[config.mk]
export PLATFORM = sky130hd
export DESIGN_NAME = visual_tracking_joint_stepper
export DESIGN_NICKNAME = d
export VERILOG_FILES = /design/src/rtl/core/vtjs_pkg.sv /design/src/rtl/core/vtjs_step.sv /design/src/rtl/core/visual_tracking_joint_stepper.sv
export SDC_FILE = /design/constraint.sdc
export NUM_CORES = 1
export LEC_CHECK = 0
export BUFFER_PORTS_ARGS = -buffer_cell sky130_fd_sc_hd__buf_4
export CAP_MARGIN = 20
export CELL_PAD_IN_SITES_DETAIL_PLACEMENT = 0
export CELL_PAD_IN_SITES_GLOBAL_PLACEMENT = 1
export CORE_MARGIN = 2
export CORE_UTILIZATION = 30
export CTS_CLUSTER_SIZE = 10
export DETAILED_ROUTE_END_ITERATION = 10
export PLACE_DENSITY_LB_ADDON = 0.1
export SLEW_MARGIN = 20
export SYNTH_ARGS = -nofsm -noshare
export SYNTH_HDL_FRONTEND = slang
export SYNTH_SLANG_ARGS = --single-unit
[constraint.sdc]
create_clock -name clk -period 15.7 [get_ports clk]
set_clock_uncertainty 0.1 [all_clocks]
set_input_delay 0.785 -clock clk [delete_from_list [all_inputs] [get_ports clk]]
set_output_delay 0.785 -clock clk [all_outputs]
set_load 0.02 [all_outputs]
[src/rtl/core/vtjs_pkg.sv]
// vtjs_pkg: shared types, constants and arithmetic helpers of the joint stepper.
// No dependencies; imported by every module of the block.
`timescale 1ns / 1ps

package vtjs_pkg;

    localparam int IMAGE_WIDTH  = 640;
    localparam int IMAGE_HEIGHT = 480;
    localparam int CENTER_BAND  = 100;
    localparam int VERT_HIGH    = 320;
    localparam int VERT_LOW     = 260;

    localparam int CMD_W   = 3;
    localparam int XPIX_W  = 10;
    localparam int YPIX_W  = 9;
    localparam int STEP_W  = 11;
    localparam int LIMIT_W = 14;
    localparam int ANGLE_W = 15;
    localparam int OFF_W   = 16;
    localparam int TGT_W   = 16;
    localparam int WIDE_W  = 17;
    localparam int COORD_W = 14;

    localparam int CFG_IDX_W  = 3;
    localparam int CFG_DATA_W = 15;
    localparam int IN_DATA_W  = 88;
    localparam int OUT_DATA_W = 48;

    typedef enum logic [CMD_W-1:0] {
        CMD_BOX      = 3'd0,
        CMD_FEEDBACK = 3'd1,
        CMD_TICK     = 3'd2,
        CMD_HOME     = 3'd3,
        CMD_ZERO     = 3'd4
    } cmd_t;

    localparam logic [CFG_IDX_W-1:0] REG_H_STEP     = 3'd0;
    localparam logic [CFG_IDX_W-1:0] REG_H_LIMIT    = 3'd1;
    localparam logic [CFG_IDX_W-1:0] REG_V_STEP     = 3'd2;
    localparam logic [CFG_IDX_W-1:0] REG_V_LIMIT    = 3'd3;
    localparam logic [CFG_IDX_W-1:0] REG_HOME_BASE  = 3'd4;
    localparam logic [CFG_IDX_W-1:0] REG_HOME_ELBOW = 3'd5;
    localparam logic [CFG_IDX_W-1:0] REG_HOME_WRIST = 3'd6;

    localparam logic [STEP_W-1:0]         STEP_RST       = 11'd64;
    localparam logic [LIMIT_W-1:0]        LIMIT_RST      = 14'd5760;
    localparam logic signed [ANGLE_W-1:0] HOME_BASE_RST  = 15'sd0;
    localparam logic signed [ANGLE_W-1:0] HOME_ELBOW_RST = -15'sd4480;
    localparam logic signed [ANGLE_W-1:0] HOME_WRIST_RST = 15'sd896;

    typedef struct packed {
        logic [STEP_W-1:0]         h_step;
        logic [LIMIT_W-1:0]        h_limit;
        logic [STEP_W-1:0]         v_step;
        logic [LIMIT_W-1:0]        v_limit;
        logic signed [ANGLE_W-1:0] home_base;
        logic signed [ANGLE_W-1:0] home_elbow;
        logic signed [ANGLE_W-1:0] home_wrist;
    } cfg_t;

    typedef struct packed {
        logic [CMD_W-1:0]          cmd;
        logic [XPIX_W-1:0]         box_left;
        logic [YPIX_W-1:0]         box_top;
        logic [XPIX_W-1:0]         box_right;
        logic [YPIX_W-1:0]         box_bottom;
        logic signed [ANGLE_W-1:0] measured_base;
        logic signed [ANGLE_W-1:0] measured_elbow;
        logic signed [ANGLE_W-1:0] measured_wrist;
    } item_t;

    typedef struct packed {
        logic signed [TGT_W-1:0] target_base;
        logic signed [TGT_W-1:0] target_elbow;
        logic signed [TGT_W-1:0] target_wrist;
    } result_t;

    typedef struct packed {
        logic signed [1:0]         h_dir;
        logic signed [1:0]         v_dir;
        logic signed [OFF_W-1:0]   h_off;
        logic signed [OFF_W-1:0]   v_off;
        logic signed [ANGLE_W-1:0] meas_base;
        logic signed [ANGLE_W-1:0] meas_elbow;
        logic signed [ANGLE_W-1:0] meas_wrist;
        logic signed [TGT_W-1:0]   tgt_base;
        logic signed [TGT_W-1:0]   tgt_elbow;
        logic signed [TGT_W-1:0]   tgt_wrist;
    } state_t;

    // offset +/- step, then saturate to +/- limit
    function automatic logic signed [OFF_W-1:0] step_sat(
        input logic signed [OFF_W-1:0] off,
        input logic signed [1:0]       dir,
        input logic [STEP_W-1:0]       step,
        input logic [LIMIT_W-1:0]      limit
    );
        logic signed [WIDE_W-1:0] v;
        logic signed [WIDE_W-1:0] lim;
        logic signed [WIDE_W-1:0] stp;
        stp = $signed({{(WIDE_W-STEP_W){1'b0}}, step});
        lim = $signed({{(WIDE_W-LIMIT_W){1'b0}}, limit});
        if (dir > 0)
        begin
            v = WIDE_W'(off) + stp;
        end
        else
        begin
            v = WIDE_W'(off) - stp;
        end
        if (v < -lim)
        begin
            v = -lim;
        end
        if (v > lim)
        begin
            v = lim;
        end
        return v[OFF_W-1:0];
    endfunction

    // keep the target within two steps of the measured angle, upper bound first
    function automatic logic signed [TGT_W-1:0] near_clamp(
        input logic signed [WIDE_W-1:0]  t,
        input logic signed [ANGLE_W-1:0] meas,
        input logic [STEP_W-1:0]         step
    );
        logic signed [WIDE_W-1:0] span;
        logic signed [WIDE_W-1:0] hi;
        logic signed [WIDE_W-1:0] lo;
        logic signed [WIDE_W-1:0] v;
        span = $signed({{(WIDE_W-STEP_W-1){1'b0}}, step, 1'b0});
        hi = WIDE_W'(meas) + span;
        lo = WIDE_W'(meas) - span;
        v = t;
        if (v > hi)
        begin
            v = hi;
        end
        if (v < lo)
        begin
            v = lo;
        end
        return v[TGT_W-1:0];
    endfunction

endpackage

[src/rtl/core/vtjs_step.sv]
// vtjs_step: one item's work, next state and optional result from current state.
// Depends on vtjs_pkg.
`timescale 1ns / 1ps

module vtjs_step (
    input  vtjs_pkg::cfg_t    cfg,
    input  vtjs_pkg::state_t  st,
    input  vtjs_pkg::item_t   item,
    output vtjs_pkg::state_t  st_next,
    output logic              has_result,
    output vtjs_pkg::result_t res
);
    import vtjs_pkg::*;

    logic [XPIX_W:0]            x_sum;
    logic [COORD_W-1:0]         x_sum_ext;
    logic [YPIX_W-1:0]          y_min;
    logic signed [COORD_W-1:0]  h_val;
    logic signed [1:0]          h_dir_new;
    logic signed [1:0]          v_dir_new;
    logic signed [OFF_W-1:0]    h_off_new;
    logic signed [OFF_W-1:0]    v_off_new;

    always_comb
    begin
        x_sum     = {1'b0, item.box_left} + {1'b0, item.box_right};
        x_sum_ext = COORD_W'(x_sum);
        y_min     = (item.box_top < item.box_bottom) ? item.box_top : item.box_bottom;
        h_val     = $signed(COORD_W'(IMAGE_HEIGHT)) - $signed(COORD_W'(y_min));

        if (x_sum_ext > COORD_W'(IMAGE_WIDTH - CENTER_BAND) &&
            x_sum_ext < COORD_W'(IMAGE_WIDTH + CENTER_BAND))
        begin
            h_dir_new = 2'sd0;
        end
        else if (x_sum_ext < COORD_W'(IMAGE_WIDTH))
        begin
            h_dir_new = -2'sd1;
        end
        else
        begin
            h_dir_new = 2'sd1;
        end

        if (h_val > $signed(COORD_W'(VERT_HIGH)))
        begin
            v_dir_new = 2'sd1;
        end
        else if (h_val < $signed(COORD_W'(VERT_LOW)))
        begin
            v_dir_new = -2'sd1;
        end
        else
        begin
            v_dir_new = 2'sd0;
        end

        h_off_new = step_sat(st.h_off, st.h_dir, cfg.h_step, cfg.h_limit);
        v_off_new = step_sat(st.v_off, st.v_dir, cfg.v_step, cfg.v_limit);
    end

    always_comb
    begin
        st_next    = st;
        has_result = 1'b0;
        case (item.cmd)
            CMD_BOX:
            begin
                st_next.h_dir = h_dir_new;
                st_next.v_dir = v_dir_new;
            end
            CMD_FEEDBACK:
            begin
                st_next.meas_base  = item.measured_base;
                st_next.meas_elbow = item.measured_elbow;
                st_next.meas_wrist = item.measured_wrist;
            end
            CMD_TICK:
            begin
                if (st.h_dir != 2'sd0)
                begin
                    st_next.h_off    = h_off_new;
                    st_next.tgt_base = near_clamp(WIDE_W'(cfg.home_base) + WIDE_W'(h_off_new),
                                                  st.meas_base, cfg.h_step);
                end
                if (st.v_dir != 2'sd0)
                begin
                    st_next.v_off     = v_off_new;
                    st_next.tgt_elbow = near_clamp(WIDE_W'(cfg.home_elbow) - WIDE_W'(v_off_new),
                                                   st.meas_elbow, cfg.v_step);
                    st_next.tgt_wrist = near_clamp(WIDE_W'(cfg.home_wrist) + WIDE_W'(v_off_new),
                                                   st.meas_wrist, cfg.v_step);
                end
                has_result = (st.h_dir != 2'sd0) || (st.v_dir != 2'sd0);
            end
            CMD_HOME:
            begin
                st_next.tgt_base  = TGT_W'(cfg.home_base);
                st_next.tgt_elbow = TGT_W'(cfg.home_elbow);
                st_next.tgt_wrist = TGT_W'(cfg.home_wrist);
                has_result        = 1'b1;
            end
            CMD_ZERO:
            begin
                st_next.tgt_base  = '0;
                st_next.tgt_elbow = '0;
                st_next.tgt_wrist = '0;
                has_result        = 1'b1;
            end
            default:
            begin
                has_result = 1'b0;
            end
        endcase

        res.target_base  = st_next.tgt_base;
        res.target_elbow = st_next.tgt_elbow;
        res.target_wrist = st_next.tgt_wrist;
    end

endmodule

[src/rtl/core/visual_tracking_joint_stepper.sv]
// visual_tracking_joint_stepper: top level, input register, state, result register.
// Depends on vtjs_pkg and vtjs_step.
//
//   channel  | dir | handshake               | content
//   s_axis   | in  | s_axis_tvalid/tready    | tuser cmd, tdata box and measured angles
//   m_axis   | out | m_axis_tvalid/tready    | tdata target base, elbow, wrist
//   cfg      | in  | cfg_valid/cfg_ready     | cfg_index register, cfg_data value
//
// One item per cycle sustained while no result is stalled; an item waits in the input register,
// where the step logic updates the state, and a result lands in the output register.
// Result valid is registered: it rises when the item leaves the input register and its result is written.
// Reset restores register defaults and clears all state; no clearing pass.
// A stalled result holds the input register only for items that give a result.
`timescale 1ns / 1ps

module visual_tracking_joint_stepper (
    input  logic                            clk,
    input  logic                            rst_n,
    input  logic                            s_axis_tvalid,
    output logic                            s_axis_tready,
    // tdata: box_left[9:0], box_top[18:10], box_right[28:19], box_bottom[37:29],
    //        measured_base[52:38], measured_elbow[67:53], measured_wrist[82:68], zero pad
    input  logic [vtjs_pkg::IN_DATA_W-1:0]  s_axis_tdata,
    // tuser: cmd[2:0]
    input  logic [vtjs_pkg::CMD_W-1:0]      s_axis_tuser,
    output logic                            m_axis_tvalid,
    input  logic                            m_axis_tready,
    // tdata: target_base[15:0], target_elbow[31:16], target_wrist[47:32]
    output logic [vtjs_pkg::OUT_DATA_W-1:0] m_axis_tdata,
    input  logic                            cfg_valid,
    output logic                            cfg_ready,
    input  logic [vtjs_pkg::CFG_IDX_W-1:0]  cfg_index,
    input  logic [vtjs_pkg::CFG_DATA_W-1:0] cfg_data
);
    import vtjs_pkg::*;

    cfg_t    cfg_reg;
    state_t  st_reg;
    state_t  st_next;
    item_t   item_reg;
    item_t   item_in;
    logic    item_valid_reg;
    result_t res_next;
    result_t res_reg;
    logic    out_valid_reg;
    logic    has_result;
    logic    out_free;
    logic    stage_go;

    assign item_in.cmd            = s_axis_tuser;
    assign item_in.box_left       = s_axis_tdata[9:0];
    assign item_in.box_top        = s_axis_tdata[18:10];
    assign item_in.box_right      = s_axis_tdata[28:19];
    assign item_in.box_bottom     = s_axis_tdata[37:29];
    assign item_in.measured_base  = s_axis_tdata[52:38];
    assign item_in.measured_elbow = s_axis_tdata[67:53];
    assign item_in.measured_wrist = s_axis_tdata[82:68];

    vtjs_step u_step (
        .cfg        (cfg_reg),
        .st         (st_reg),
        .item       (item_reg),
        .st_next    (st_next),
        .has_result (has_result),
        .res        (res_next)
    );

    assign out_free      = !out_valid_reg || m_axis_tready;
    assign stage_go      = item_valid_reg && (!has_result || out_free);
    assign s_axis_tready = !item_valid_reg || stage_go;
    assign cfg_ready     = 1'b1;
    assign m_axis_tvalid = out_valid_reg;
    assign m_axis_tdata  = {res_reg.target_wrist, res_reg.target_elbow, res_reg.target_base};

    always_ff @(posedge clk or negedge rst_n)
    begin
        if (!rst_n)
        begin
            cfg_reg.h_step     <= STEP_RST;
            cfg_reg.h_limit    <= LIMIT_RST;
            cfg_reg.v_step     <= STEP_RST;
            cfg_reg.v_limit    <= LIMIT_RST;
            cfg_reg.home_base  <= HOME_BASE_RST;
            cfg_reg.home_elbow <= HOME_ELBOW_RST;
            cfg_reg.home_wrist <= HOME_WRIST_RST;
        end
        else if (cfg_valid && cfg_ready)
        begin
            case (cfg_index)
                REG_H_STEP:     cfg_reg.h_step     <= cfg_data[STEP_W-1:0];
                REG_H_LIMIT:    cfg_reg.h_limit    <= cfg_data[LIMIT_W-1:0];
                REG_V_STEP:     cfg_reg.v_step     <= cfg_data[STEP_W-1:0];
                REG_V_LIMIT:    cfg_reg.v_limit    <= cfg_data[LIMIT_W-1:0];
                REG_HOME_BASE:  cfg_reg.home_base  <= $signed(cfg_data[ANGLE_W-1:0]);
                REG_HOME_ELBOW: cfg_reg.home_elbow <= $signed(cfg_data[ANGLE_W-1:0]);
                REG_HOME_WRIST: cfg_reg.home_wrist <= $signed(cfg_data[ANGLE_W-1:0]);
                default:        cfg_reg            <= cfg_reg;
            endcase
        end
    end

    always_ff @(posedge clk or negedge rst_n)
    begin
        if (!rst_n)
        begin
            st_reg         <= '0;
            item_valid_reg <= 1'b0;
            out_valid_reg  <= 1'b0;
        end
        else
        begin
            if (stage_go)
            begin
                st_reg <= st_next;
            end
            if (s_axis_tready)
            begin
                item_valid_reg <= s_axis_tvalid;
            end
            if (stage_go && has_result)
            begin
                out_valid_reg <= 1'b1;
            end
            else if (m_axis_tready)
            begin
                out_valid_reg <= 1'b0;
            end
        end
    end

    always_ff @(posedge clk)
    begin
        if (s_axis_tvalid && s_axis_tready)
        begin
            item_reg <= item_in;
        end
        if (stage_go && has_result)
        begin
            res_reg <= res_next;
        end
    end

endmodule

# Word-level counts from Yosys, hierarchy flattened
# Cells that the tools add are included.
[word_totals]
reg_bits = 360
inputBits = 114
output_inout_bits = 51
word_cells = 132
[classes]
n_lt_le_gt_ge = 18
n_mux = 29
n_reduce_logical = 28
addsub = 17
n_eq_ne = 10
[op_table]
columns = ["op", "count"]
rows = [
  ["17-bit 2-to-1 mux", 13],
  ["48-bit case mux with 3 select lines", 1],
  ["16-bit 2-to-1 mux", 6],
  ["17-bit > comparator", 3],
  ["17-bit by 16-bit less-than comparator with 1-bit output", 3],
  ["15-bit by 13-bit adder with 16-bit output", 3],
  ["15-bit by 13-bit subtractor with 16-bit output", 3],
  ["15-bit by 16-bit adder with 17-bit output", 2],
  ["16-bit by 12-bit adder with 17-bit output", 2],
  ["17-bit by 15-bit > comparator with 1-bit output", 2],
  ["17-bit less-than comparator", 2],
  ["14-bit negation with 17-bit output", 2],
  ["16-bit by 12-bit subtractor with 17-bit output", 2],
  ["32-bit 2-to-1 mux", 1],
  ["11-bit by 10-bit less-than comparator with 1-bit output (second input constant)", 2],
  ["2-bit AND reduction", 9],
  ["15-bit by 16-bit subtractor with 17-bit output", 1],
  ["14-bit by 10-bit > comparator with 1-bit output (second input constant)", 1],
  ["14-bit by 10-bit less-than comparator with 1-bit output (second input constant)", 1],
  ["3-bit by 2-bit equality test with 1-bit output (second input constant)", 4],
  ["3-bit equality test (second input constant)", 4],
  ["10-bit by 10-bit adder with 11-bit output", 1],
  ["11-bit by 10-bit > comparator with 1-bit output (second input constant)", 1],
  ["9-bit by 9-bit subtractor with 10-bit output (first input constant)", 1],
  ["14 further kinds", 32],
]

# Longest topological paths before layout
# Gate-level depths: netlist (run 1).
[depth]
ltp_word = 15
depth_mapped = 85
ltp_nobuf = 79

# Cells and area by module
# A second synthesis (run 1) with hierarchy kept.
[hier_totals]
hier_cells = 3460
area_unflattened_um2 = 31692.9
[modules_own_cells]
columns = ["mod", "n_inst", "seq_area_each_um2", "cells_each", "area_each_um2"]
rows = [
  ["vtjs_step", 1, 0.0, 2375, 16972.5],
  ["visual_tracking_joint_stepper", 1, 9703.1, 1085, 14720.4],
]

# Worst setup path after synthesis (run 1)
# No wires, ideal clock.
[synth_path]
path_type = "flip-flop to flip-flop"
start = "reg cfg_reg[60] in the netlist's numbering"
end = "reg res_reg, in the netlist m_axis_tdata[46] (data pin)"
arrival_time_ns = 13.782
required_time_ns = 15.341
setup_slack_ns = 1.559
n_path_buf = 4
path_stages_with_launch = 77
synth_period_minus_slack_ns = 14.141
setup_ns = 0.259
path_cell_list = "dfrtp_1 inv_1 ha_1 nor3b_1 nor2_1 xnor2_1 ha_1 o2111ai_1 nand2_1 o21ai_0 nand2b_1 a211oi_1 a21oi_1 ha_1 a21o_1 a21o_1 a211o_1 nor4b_1 [41 not listed] inv_1 a31o_2 clkbuf_1 nor2_1 a21oi_1 ha_1 a21o_1 a21o_1 a21o_1 a21oi_1 nand4b_1 o22ai_1 nand3b_1 a2bb2oi_2 buf_2 o311a_1 a22oi_1 nor2_1"
[synth_lines]
columns = ["item", "line_no", "source"]
rows = [
  ["from (decl)", "visual_tracking_joint_stepper.sv:37", "cfg_t cfg_reg;"],
  ["from (signal assigned)", "visual_tracking_joint_stepper.sv:97", "default: cfg_reg <= cfg_reg;"],
  ["to (signal assigned)", "visual_tracking_joint_stepper.sv:139", "res_reg <= res_next;"],
  ["to (decl)", "visual_tracking_joint_stepper.sv:44", "result_t res_reg;"],
]

==> results of run 1 <==
how the worst min path moves through the flow:
| stage | start | end | cells past startpoint |
|---|---|---|---|
| 2_1_floorplan | item_reg[1] | st_reg[49] | 2 |
| 3_3_place_gp | item_reg[14] | st_reg[62] | 2 |
| 3_5_place_dp | item_reg[14] | st_reg[62] | 2 |
| 4_1_cts | s_axis_tdata[33] | item_reg[49] | 1 |
| 5_1_grt | s_axis_tdata[11] | item_reg[65] | 1 |
| 6_report | s_axis_tdata[33] | item_reg[49] | 1 |
per-stage QoR:
step | utilization [%] | setup TNS [ns] | hold slack [ns] | area [um2] | cells
after detailed placement | 34.94 | 0 | 0.3390 | 31980 | 4481
after floorplan | - | 0 | 0.3260 | 27680 | 2988
final | 37.09 | 0 | 0.2145 | 33950 | 4582
after CTS | 36.69 | 0 | 0.1590 | 33580 | 4571
after global placement | 34.94 | 0 | 0.3408 | 31980 | 4481
after global routing | 37.08 | -0.08598 | 0.1855 | 33940 | 4579
per-layer routing:
metal,up-vias,wire [um],GRT usage [%]
li1,11538,-,-
met1,11537,50380,31.18
met2,523,42210,31.44
met3,105,5081,3.007
met4,0,1835,4.821
met5,-,0,0
placed cells by master, fill, tap and decap left out, drive strengths merged, types with 47 or more instances in the layout:
master	count
buf	421
ha	322
nand2	267
o21ai	261
a21oi	209
nor2	208
inv	208
dfrtp	207
mux2	139
xnor2	136
edfxtp	134
a21o	85
clkbuf	78
nor3	52
a22oi	49
nand3	47
critical path, delay by kind of cell, from the launching register on:
kind / cells / cell delay (ns)
xor+xnor: 2 / 0.33
simple gates: 26 / 3.19
flops: 1 / 0.38
fa+ha+maj: 7 / 1.99
buf+inv: 13 / 1.99
compound gates: 33 / 6.43
cell families after synthesis:
logic type / count (synthesis)
AOI/OAI and AO/OA: 858
xor gates and xnor gates: 168
adders and majority gates: 336
buffers and inverters: 313
DFF: 360
muxes: 171
other: 2
and+or+nand+nor: 778
timing repair:
item / in CTS / in global routing
buffers inserted: 0 / 5
hold buffers: 1 / 0
resized for setup: 0 / 61
setup endpoints to repair: 0 / 95
endpoints found under the hold margin: 4 / 0
cell type report:
cell class,instances,area share [%]
Inverter,206,2.278
Tap cell,1186,4.372
Clock buffer,77,4.191
Timing Repair Buffer,423,9.639
Multi-Input combinational cell,2315,50.42
Sequential cell,360,28.58
Antenna cell,3,0.02212
Clock inverter,12,0.4902
==> impl_metrics.csv, run 1 <==
group,metric,value,unit
status,status,"finished, final reports clean",
yosys,synth-seq-cells,360,
placed_design,port_buffers,158,
cells_and_area,multiInputGateArea,0.01712,mm2
floorplan,initial_core_util,30.24,%
timing,rsz0062_at_grt,"true",
floorplan,die-area,0.09470,mm2
cells_and_area,seqCellArea,0.009703,mm2
timing,hold_violations,0,
cells_and_area,n_fill_cell,9163,
floorplan,rows,111,
grt,antenna_found_initial,8,
drt,drtIter0Drc,1535,
yosys,synth_compound_area_share,19.65,%
yosys,synth_cells,2986,
drt,num_vias,23703,
critical_path,critPathKind,"register to register",
clock_network,cts.path.max_buffers,3,
floorplan,ios,165,
timing,setup_ws,0.9758,ns
timing,max_freq,0.06792,GHz
critical_path,max_stage_delay,0.38,ns
cells_and_area,largest_reg_flops,129,
yosys,netlist_area,0.02768,mm2
critical_path,r2r_setup_slack,0.98,ns
clock_network,insertion_delay,0.65,ns
timing,finalCritPeriodShare,93.78,%
drt,drc,0,
drt,ant_nets,0,
drt,drt_first_pass_iters,5,
yosys,async_flop_share,62.78,%
placed_design,dp_hpwl,77930,um
yosys,synthMuxAreaShare,6.908,%
critical_path,slowest_stage,"dfrtp_1",
critical_path,endpoint,"m_axis_tdata[38]",
critical_path,crit_required,15.99,ns
critical_path,cp-startpoint,"st_reg[126]",
yosys,synth_edf_count,134,
critical_path,r2r-end,"m_axis_tdata[38]",
yosys,synthAdderAreaFrac,15.50,%
yosys,synth_top_family_by_area,"compound AO/OA/AOI/OAI gates",
floorplan,core_area,0.09152,mm2
timing,worst_slew_pin_slew,1.040,ns
critical_path,worstPathArrival,15.02,ns
clock_network,root_buffer,"clkbuf_16",
critical_path,path_max_fanout,8,
yosys,synth.distinct_cells,96,
clock_network,h-tree-depth,2,
placed_design,place.gp.congestion,0.8706,
cells_and_area,drive_gt1_share,21.54,%
critical_path,end_kind,"register",
grt,grt_max_degree,78,
drt,via_per_inst,5.173,
timing,setup-violations-final,0,
grt,grt_pass1_vias,23710,
drt,routed_wl,99510,um
critical_path,cp_common_cell,"buf_4",
min_path,hp-class,"input port to register",
run,drv_cap,0,
yosys,synth_xor_area_share,5.316,%
critical_path,r2r_cells,81,
yosys,synth_area_leaders,"dfrtp_1 19%, ha_1 15%, edfxtp_1 15%, mux2_2 5.3%, xnor2_1 4.3%",
yosys,synth_top_area_share,18.72,%
clock_network,cts_tree,"built",
critical_path,r2r_start,"st_reg[126]",
yosys,yosysMostFrequentCell,"ha_1",
critical_path,startpoint_type,"register",
yosys,synth_common_cells,"322 x ha_1, 267 x nand2_1, 216 x o21ai_0",
drt,wl_per_cell,21.72,um
yosys,synthFlopType,"dfrtp_1",
yosys,avgSynthCellArea,9.269,um2
clock_network,cts_sinks,360,
clock_network,cts_buffers,48,
timing,slew_headroom,30.68,%
placed_design,place_ws,0.06768,ns
yosys,ys_warn_count,0,
grt,overflow,0,
cells_and_area,fin_nets,3802,
cells_and_area,area_growth,22.65,%
floorplan,die_w,307.7,um
clock_network,clkTransAtPathRegs,0.06,ns
timing,period_needed,14.72,ns
yosys,yosysSeqAreaShare,35.06,%
timing,drv_slew,0,
grt,grt_pass1_wl,149200,um
yosys,synth_area_leader_cell,"dfrtp_1",
yosys,synth-simple-area-share,13.22,%
grt,grt_use_total,20.86,%
floorplan,die_h,307.7,um
Power of run 1 is left out: the tool's default activity adds up to more than one toggle a clock period on the data nets, which glitch-free logic cannot reach.
==> inputs of run 2 (changes only) <==
--- a/config.mk
+++ b/config.mk
@@ -14,6 +14,7 @@
 export CTS_CLUSTER_SIZE = 10
 export DETAILED_ROUTE_END_ITERATION = 10
 export PLACE_DENSITY_LB_ADDON = 0.1
+export RECOVER_POWER = 50
 export SLEW_MARGIN = 20
 export SYNTH_ARGS = -nofsm -noshare
 export SYNTH_HDL_FRONTEND = slang
==> run 2 against run 1 <==
  * Cell count about the same
  * Core utilization is 0.32 points lower
  * Flip-flop and latch count unchanged
  * Setup slack better by 0.018 ns
  * Critical endpoint unchanged
  * Fmax is 0.12% higher
  * Wire length down 0.14%
  * Count of clock-buffer cells in the layout is the same
  * Register-to-register slack improved by 0.02 ns
  * Global-route usage unchanged
  * The run now ends with max-capacitance violations, max-slew violations left
  * Sequential share of layout area rose by 0.25 points
  * Die area is the same
  * Largest cell class unchanged
==> impl_metrics.csv, run 2 (same netlist as run 1, synthesis figures left out) <==
group,metric,value,unit
timing,finalCritPeriodShare,93.67,%
drt,drt_first_pass_iters,5,
placed_design,port_buffers,158,
timing,hold_violations,0,
grt,grt_pass1_vias,23710,
grt,grt_pass1_wl,149200,um
timing,max_freq,0.06800,GHz
cells_and_area,final_cells,4583,
cells_and_area,final_common_cell,"ha_1",
clock_network,clkTransAtPathRegs,0.06,ns
cells_and_area,largest_reg_flops,129,
floorplan,initial_core_util,30.24,%
timing,period_needed,14.71,ns
run,drv_cap,5,
critical_path,slowest_stage,"dfrtp_1",
clock_network,cts_buffers,48,
floorplan,die_h,307.7,um
critical_path,worstPathArrival,15.00,ns
placed_design,place.gp.congestion,0.8706,
clock_network,insertion_delay,0.65,ns
placed_design,dp_hpwl,77930,um
drt,num_vias,23660,
cells_and_area,final_cell_mix,"321 x ha_1, 268 x buf_4, 267 x nand2_1",
drt,drc,0,
critical_path,critPathKind,"register to register",
timing,totalNegativeSetupSlack,0,ns
grt,grt_max_degree,78,
critical_path,path_max_fanout,8,
grt,grt_use_total,20.86,%
floorplan,rows,111,
drt,ant_nets,0,
critical_path,startpoint_type,"register",
drt,wl_per_cell,21.68,um
critical_path,cp_common_cell,"buf_4",
floorplan,ios,165,
grt,antenna_found_initial,9,
clock_network,root_buffer,"clkbuf_16",
floorplan,core_area,0.09152,mm2
drt,routed_wl,99370,um
floorplan,die_w,307.7,um
floorplan,die-area,0.09470,mm2
critical_path,end_kind,"register",
clock_network,h-tree-depth,2,
clock_network,cts_sinks,360,
status,violations,"max-capacitance violations, max-slew violations",
clock_network,cts.path.max_buffers,3,
cells_and_area,area_growth,21.59,%
placed_design,dp_cells,4481,
timing,slew_headroom,-187.0,%
drt,via_per_inst,5.163,
cells_and_area,fin_nets,3802,
clock_network,cts_tree,"built",
min_path,hp-class,"input port to register",
timing,drv_slew,235,
timing,rsz0062_at_grt,"true",
critical_path,max_stage_delay,0.38,ns
grt,overflow,0,
timing,setup-violations-final,0,
cells_and_area,drive_gt1_share,19.51,%
drt,drtIter0Drc,1597,
critical_path,crit_required,15.99,ns
status,status,"finished with violations",
timing,worst_slew_pin_slew,4.306,ns
[run 2: cell types whose count changed in the layout (fill, tap and decap cells not counted), sizes merged]
cell    change
buf       -146
clkbuf    +146
diode       +1
[run 2: repair_timing]
item                                    in CTS  in global routing
resized for setup                            0                 61
hold endpoints to repair                     4                  0
hold buffers                                 1                  0
setup buffers                                0                  5
endpoints found under the setup margin       0                 95
[run 2: worst paths after layout]
kind                                   from          endpoint  slack, ns  depth (start not counted)
setup / recovery                st_reg[126]  m_axis_tdata[38]       0.99                         81
hold / removal             s_axis_tdata[33]      item_reg[49]       0.24                          1
setup reg to reg                st_reg[126]  m_axis_tdata[38]       0.99                         81
hold reg to reg                item_reg[12]        st_reg[60]       0.36                          2
max in group asynchronous             rst_n       cfg_reg[37]       8.45                          4
min in group asynchronous             rst_n        st_reg[77]       2.08                          2
[run 2: layer usage]
layer / track usage, % / vias to the layer above / routed length, um
met5: 0 / - / 12
met4: 4.821 / 2 / 1866
met3: 3.007 / 104 / 4916
met2: 31.44 / 500 / 42120
met1: 31.18 / 11518 / 50460
li1: - / 11536 / -
[run 2: worst max-delay path, delay by kind of cell, from the launching register on]
kind | cells | cell delay, ns
xor gates and xnor gates | 2 | 0.33
buffers and inverters | 13 | 1.99
and+or+nand+nor | 26 | 3.20
DFF | 1 | 0.38
adders and majority gates | 7 | 1.98
AOI/OAI and AO/OA | 33 | 6.44
[run 2: area by class of cell]
class                           count  area [um2]
Antenna cell                        4       10.01
Tap cell                         1186        1484
Sequential cell                   360        9703
Fill cell                        9230       57870
Clock inverter                     12       166.4
Multi-Input combinational cell   2315       17080
Timing Repair Buffer              423        3017
Inverter                          206       773.2
Clock buffer                       77        1423
[run 2: per-stage QoR]
stage | worst slack (ns) | utilization (%) | hold slack [ns] | area (um2)
6_report | 0.9938 | 36.77 | 0.2368 | 33650
4_1_cts | 0.02333 | 36.69 | 0.1590 | 33580
2_1_floorplan | 1.559 | - | 0.3260 | 27680
3_5_place_dp | 0.06768 | 34.94 | 0.3390 | 31980
5_1_grt | -0.05563 | 36.76 | 0.2075 | 33640
3_3_place_gp | 0.1784 | 34.94 | 0.3408 | 31980
Power of run 2 is left out for the same reason.
==> inputs of run 3 (changes only) <==
--- a/config.mk
+++ b/config.mk
@@ -6,14 +6,13 @@
 export NUM_CORES = 1
 export LEC_CHECK = 0
 export BUFFER_PORTS_ARGS = -buffer_cell sky130_fd_sc_hd__buf_4
-export CAP_MARGIN = 20
 export CELL_PAD_IN_SITES_DETAIL_PLACEMENT = 0
 export CELL_PAD_IN_SITES_GLOBAL_PLACEMENT = 1
 export CORE_MARGIN = 2
 export CORE_UTILIZATION = 30
 export CTS_CLUSTER_SIZE = 10
 export DETAILED_ROUTE_END_ITERATION = 10
-export PLACE_DENSITY_LB_ADDON = 0.1
+export PLACE_DENSITY_LB_ADDON = 0.2
 export RECOVER_POWER = 50
 export SLEW_MARGIN = 20
 export SYNTH_ARGS = -nofsm -noshare
==> run 3 against run 2 <==
  * The flow still finishes with violations (max-capacitance violations, max-slew violations)
  * Register-to-register slack worse by 0.04 ns
  * Die area did not move
  * Fmax shrank 0.30%
  * Final area down 0.64%
  * Non-clock buffer count shrank 18
  * Flip-flop and latch count is the same
  * Critical path type unchanged
==> impl_metrics.csv, run 3 (same netlist as run 1, synthesis figures left out) <==
group,metric,value,unit
grt,grt_pass1_wl,143700,um
clock_network,cts_sinks,360,
timing,worst_slew_pin_slew,5.849,ns
clock_network,cts.path.max_buffers,3,
floorplan,die_h,307.7,um
cells_and_area,drive_gt1_share,20.03,%
critical_path,path_depth,78,
clock_network,h-tree-depth,2,
critical_path,endpoint,"m_axis_tdata[44]",
timing,holdWs,0.2526,ns
floorplan,die_w,307.7,um
critical_path,crit_required,15.97,ns
cells_and_area,area_growth,20.80,%
grt,antenna_found_initial,6,
timing,drv_slew,248,
drt,drc,0,
clock_network,insertion_delay,0.63,ns
floorplan,rows,111,
timing,setup-violations-final,0,
grt,grt_max_degree,98,
drt,wl_per_cell,21.08,um
critical_path,max_stage_delay,0.44,ns
critical_path,startpoint_type,"register",
critical_path,critPathKind,"register to register",
drt,routed_wl,96170,um
drt,drtIter0Drc,1451,
drt,drt_first_pass_iters,5,
floorplan,core_area,0.09152,mm2
cells_and_area,fin_nets,3784,
placed_design,place.gp.congestion,0.8731,
placed_design,port_buffers,158,
drt,via_per_inst,5.208,
critical_path,slowest_stage,"dfrtp_2",
min_path,hp-class,"input port to register",
timing,hold_violations,0,
critical_path,r2r_cells,78,
clock_network,root_buffer,"clkbuf_16",
critical_path,r2r-end,"m_axis_tdata[44]",
drt,num_vias,23758,
drt,ant_nets,0,
floorplan,initial_core_util,30.24,%
critical_path,crit_buf_inv,10,
grt,overflow,0,
status,violations,"max-capacitance violations, max-slew violations",
clock_network,clkTransAtPathRegs,0.06,ns
timing,finalCritPeriodShare,93.95,%
cells_and_area,final_common_cell,"ha_1",
critical_path,worstPathArrival,15.02,ns
clock_network,cts_buffers,48,
grt,grt_pass1_vias,23225,
placed_design,dp_hpwl,75720,um
critical_path,path_max_fanout,8,
grt,grt_use_total,19.96,%
timing,slew_headroom,-289.9,%
critical_path,cp-startpoint,"st_reg[125]",
floorplan,ios,165,
floorplan,die-area,0.09470,mm2
critical_path,r2r_setup_slack,0.95,ns
cells_and_area,largest_reg_flops,129,
run,drv_cap,4,
timing,max_freq,0.06780,GHz
cells_and_area,final_cell_mix,"322 x ha_1, 290 x buf_4, 267 x nand2_1",
critical_path,end_kind,"register",
status,status,"finished with violations",
timing,period_needed,14.75,ns
critical_path,crit_family,"compound AO/OA/AOI/OAI gates",
critical_path,r2r_start,"st_reg[125]",
clock_network,cts_tree,"built",
==> run 3: cell types whose count changed in the layout (fill, tap and decap cells not counted), sizes merged <==
cell / change
clkbuf: -40
buf: +19
clkinv: +6
diode: -3
bufinv: -2
clkinvlp: +1
dlygate4sd3: -1
inv: -1
==> run 3: layer usage <==
| layer | GRT usage (%) | routed length (um) | vias to the layer above |
|---|---|---|---|
| met4 | 4.175 | 1895 | 2 |
| met5 | 0 | 7 | - |
| li1 | - | - | 11534 |
| met1 | 29.40 | 47680 | 11617 |
| met2 | 30.75 | 41810 | 520 |
| met3 | 2.945 | 4777 | 85 |
==> run 3: worst register-to-register path: cells and delay by family (launching register included) <==
family,cells,cell delay [ns]
XOR/XNOR,2,0.37
buffers and inverters,10,1.61
flip-flops,1,0.44
AND/OR/NAND/NOR,24,2.97
multiplexers,1,0.12
adder cells (fa/ha/maj),7,2.07
AO/OA/AOI/OAI,34,6.81
==> run 3: worst min-delay path by stage <==
stage / start / depth (start not counted) / to
2_1_floorplan: item_reg[1] / 2 / st_reg[49]
3_3_place_gp: item_reg[42] / 2 / st_reg[90]
3_5_place_dp: item_reg[14] / 2 / st_reg[62]
4_1_cts: rst_n / 1 / st_reg[34]
5_1_grt: s_axis_tdata[12] / 1 / item_reg[66]
6_report: s_axis_tdata[29] / 1 / item_reg[45]
==> run 3: timing repair <==
| item | in CTS | in global routing |
|---|---|---|
| endpoints found under the hold margin | 0 | 0 |
| resized for setup | 0 | 43 |
| setup buffers | 0 | 2 |
| endpoints found under the setup margin | 0 | 95 |
| hold buffers | 0 | 0 |
==> run 3: final cells by class <==
class                   instances  area (um2)
clock buffers                  73        1365
well taps                    1186        1484
inverters                     206       773.2
repair buffers                405        2957
fillers                      9200       58090
clock inverters                16       150.1
multi-input cells            2315       17000
flip-flops and latches        360        9706
diodes                          1       2.502
==> run 3: per-stage QoR <==
| step | setup slack (ns) | area (um2) | setup TNS [ns] | util, % | cells |
|---|---|---|---|---|---|
| after floorplan | 1.559 | 27680 | 0 | - | 2988 |
| after global placement | 0.3571 | 31850 | 0 | 34.80 | 4469 |
| after detailed placement | 0.2635 | 31860 | 0 | 34.81 | 4469 |
| after CTS | 0.1582 | 33370 | 0 | 36.46 | 4558 |
| after global routing | -0.05536 | 33430 | -0.3446 | 36.53 | 4561 |
| final | 0.9497 | 33430 | 0 | 36.53 | 4562 |
Power of run 3 is left out for the same reason.
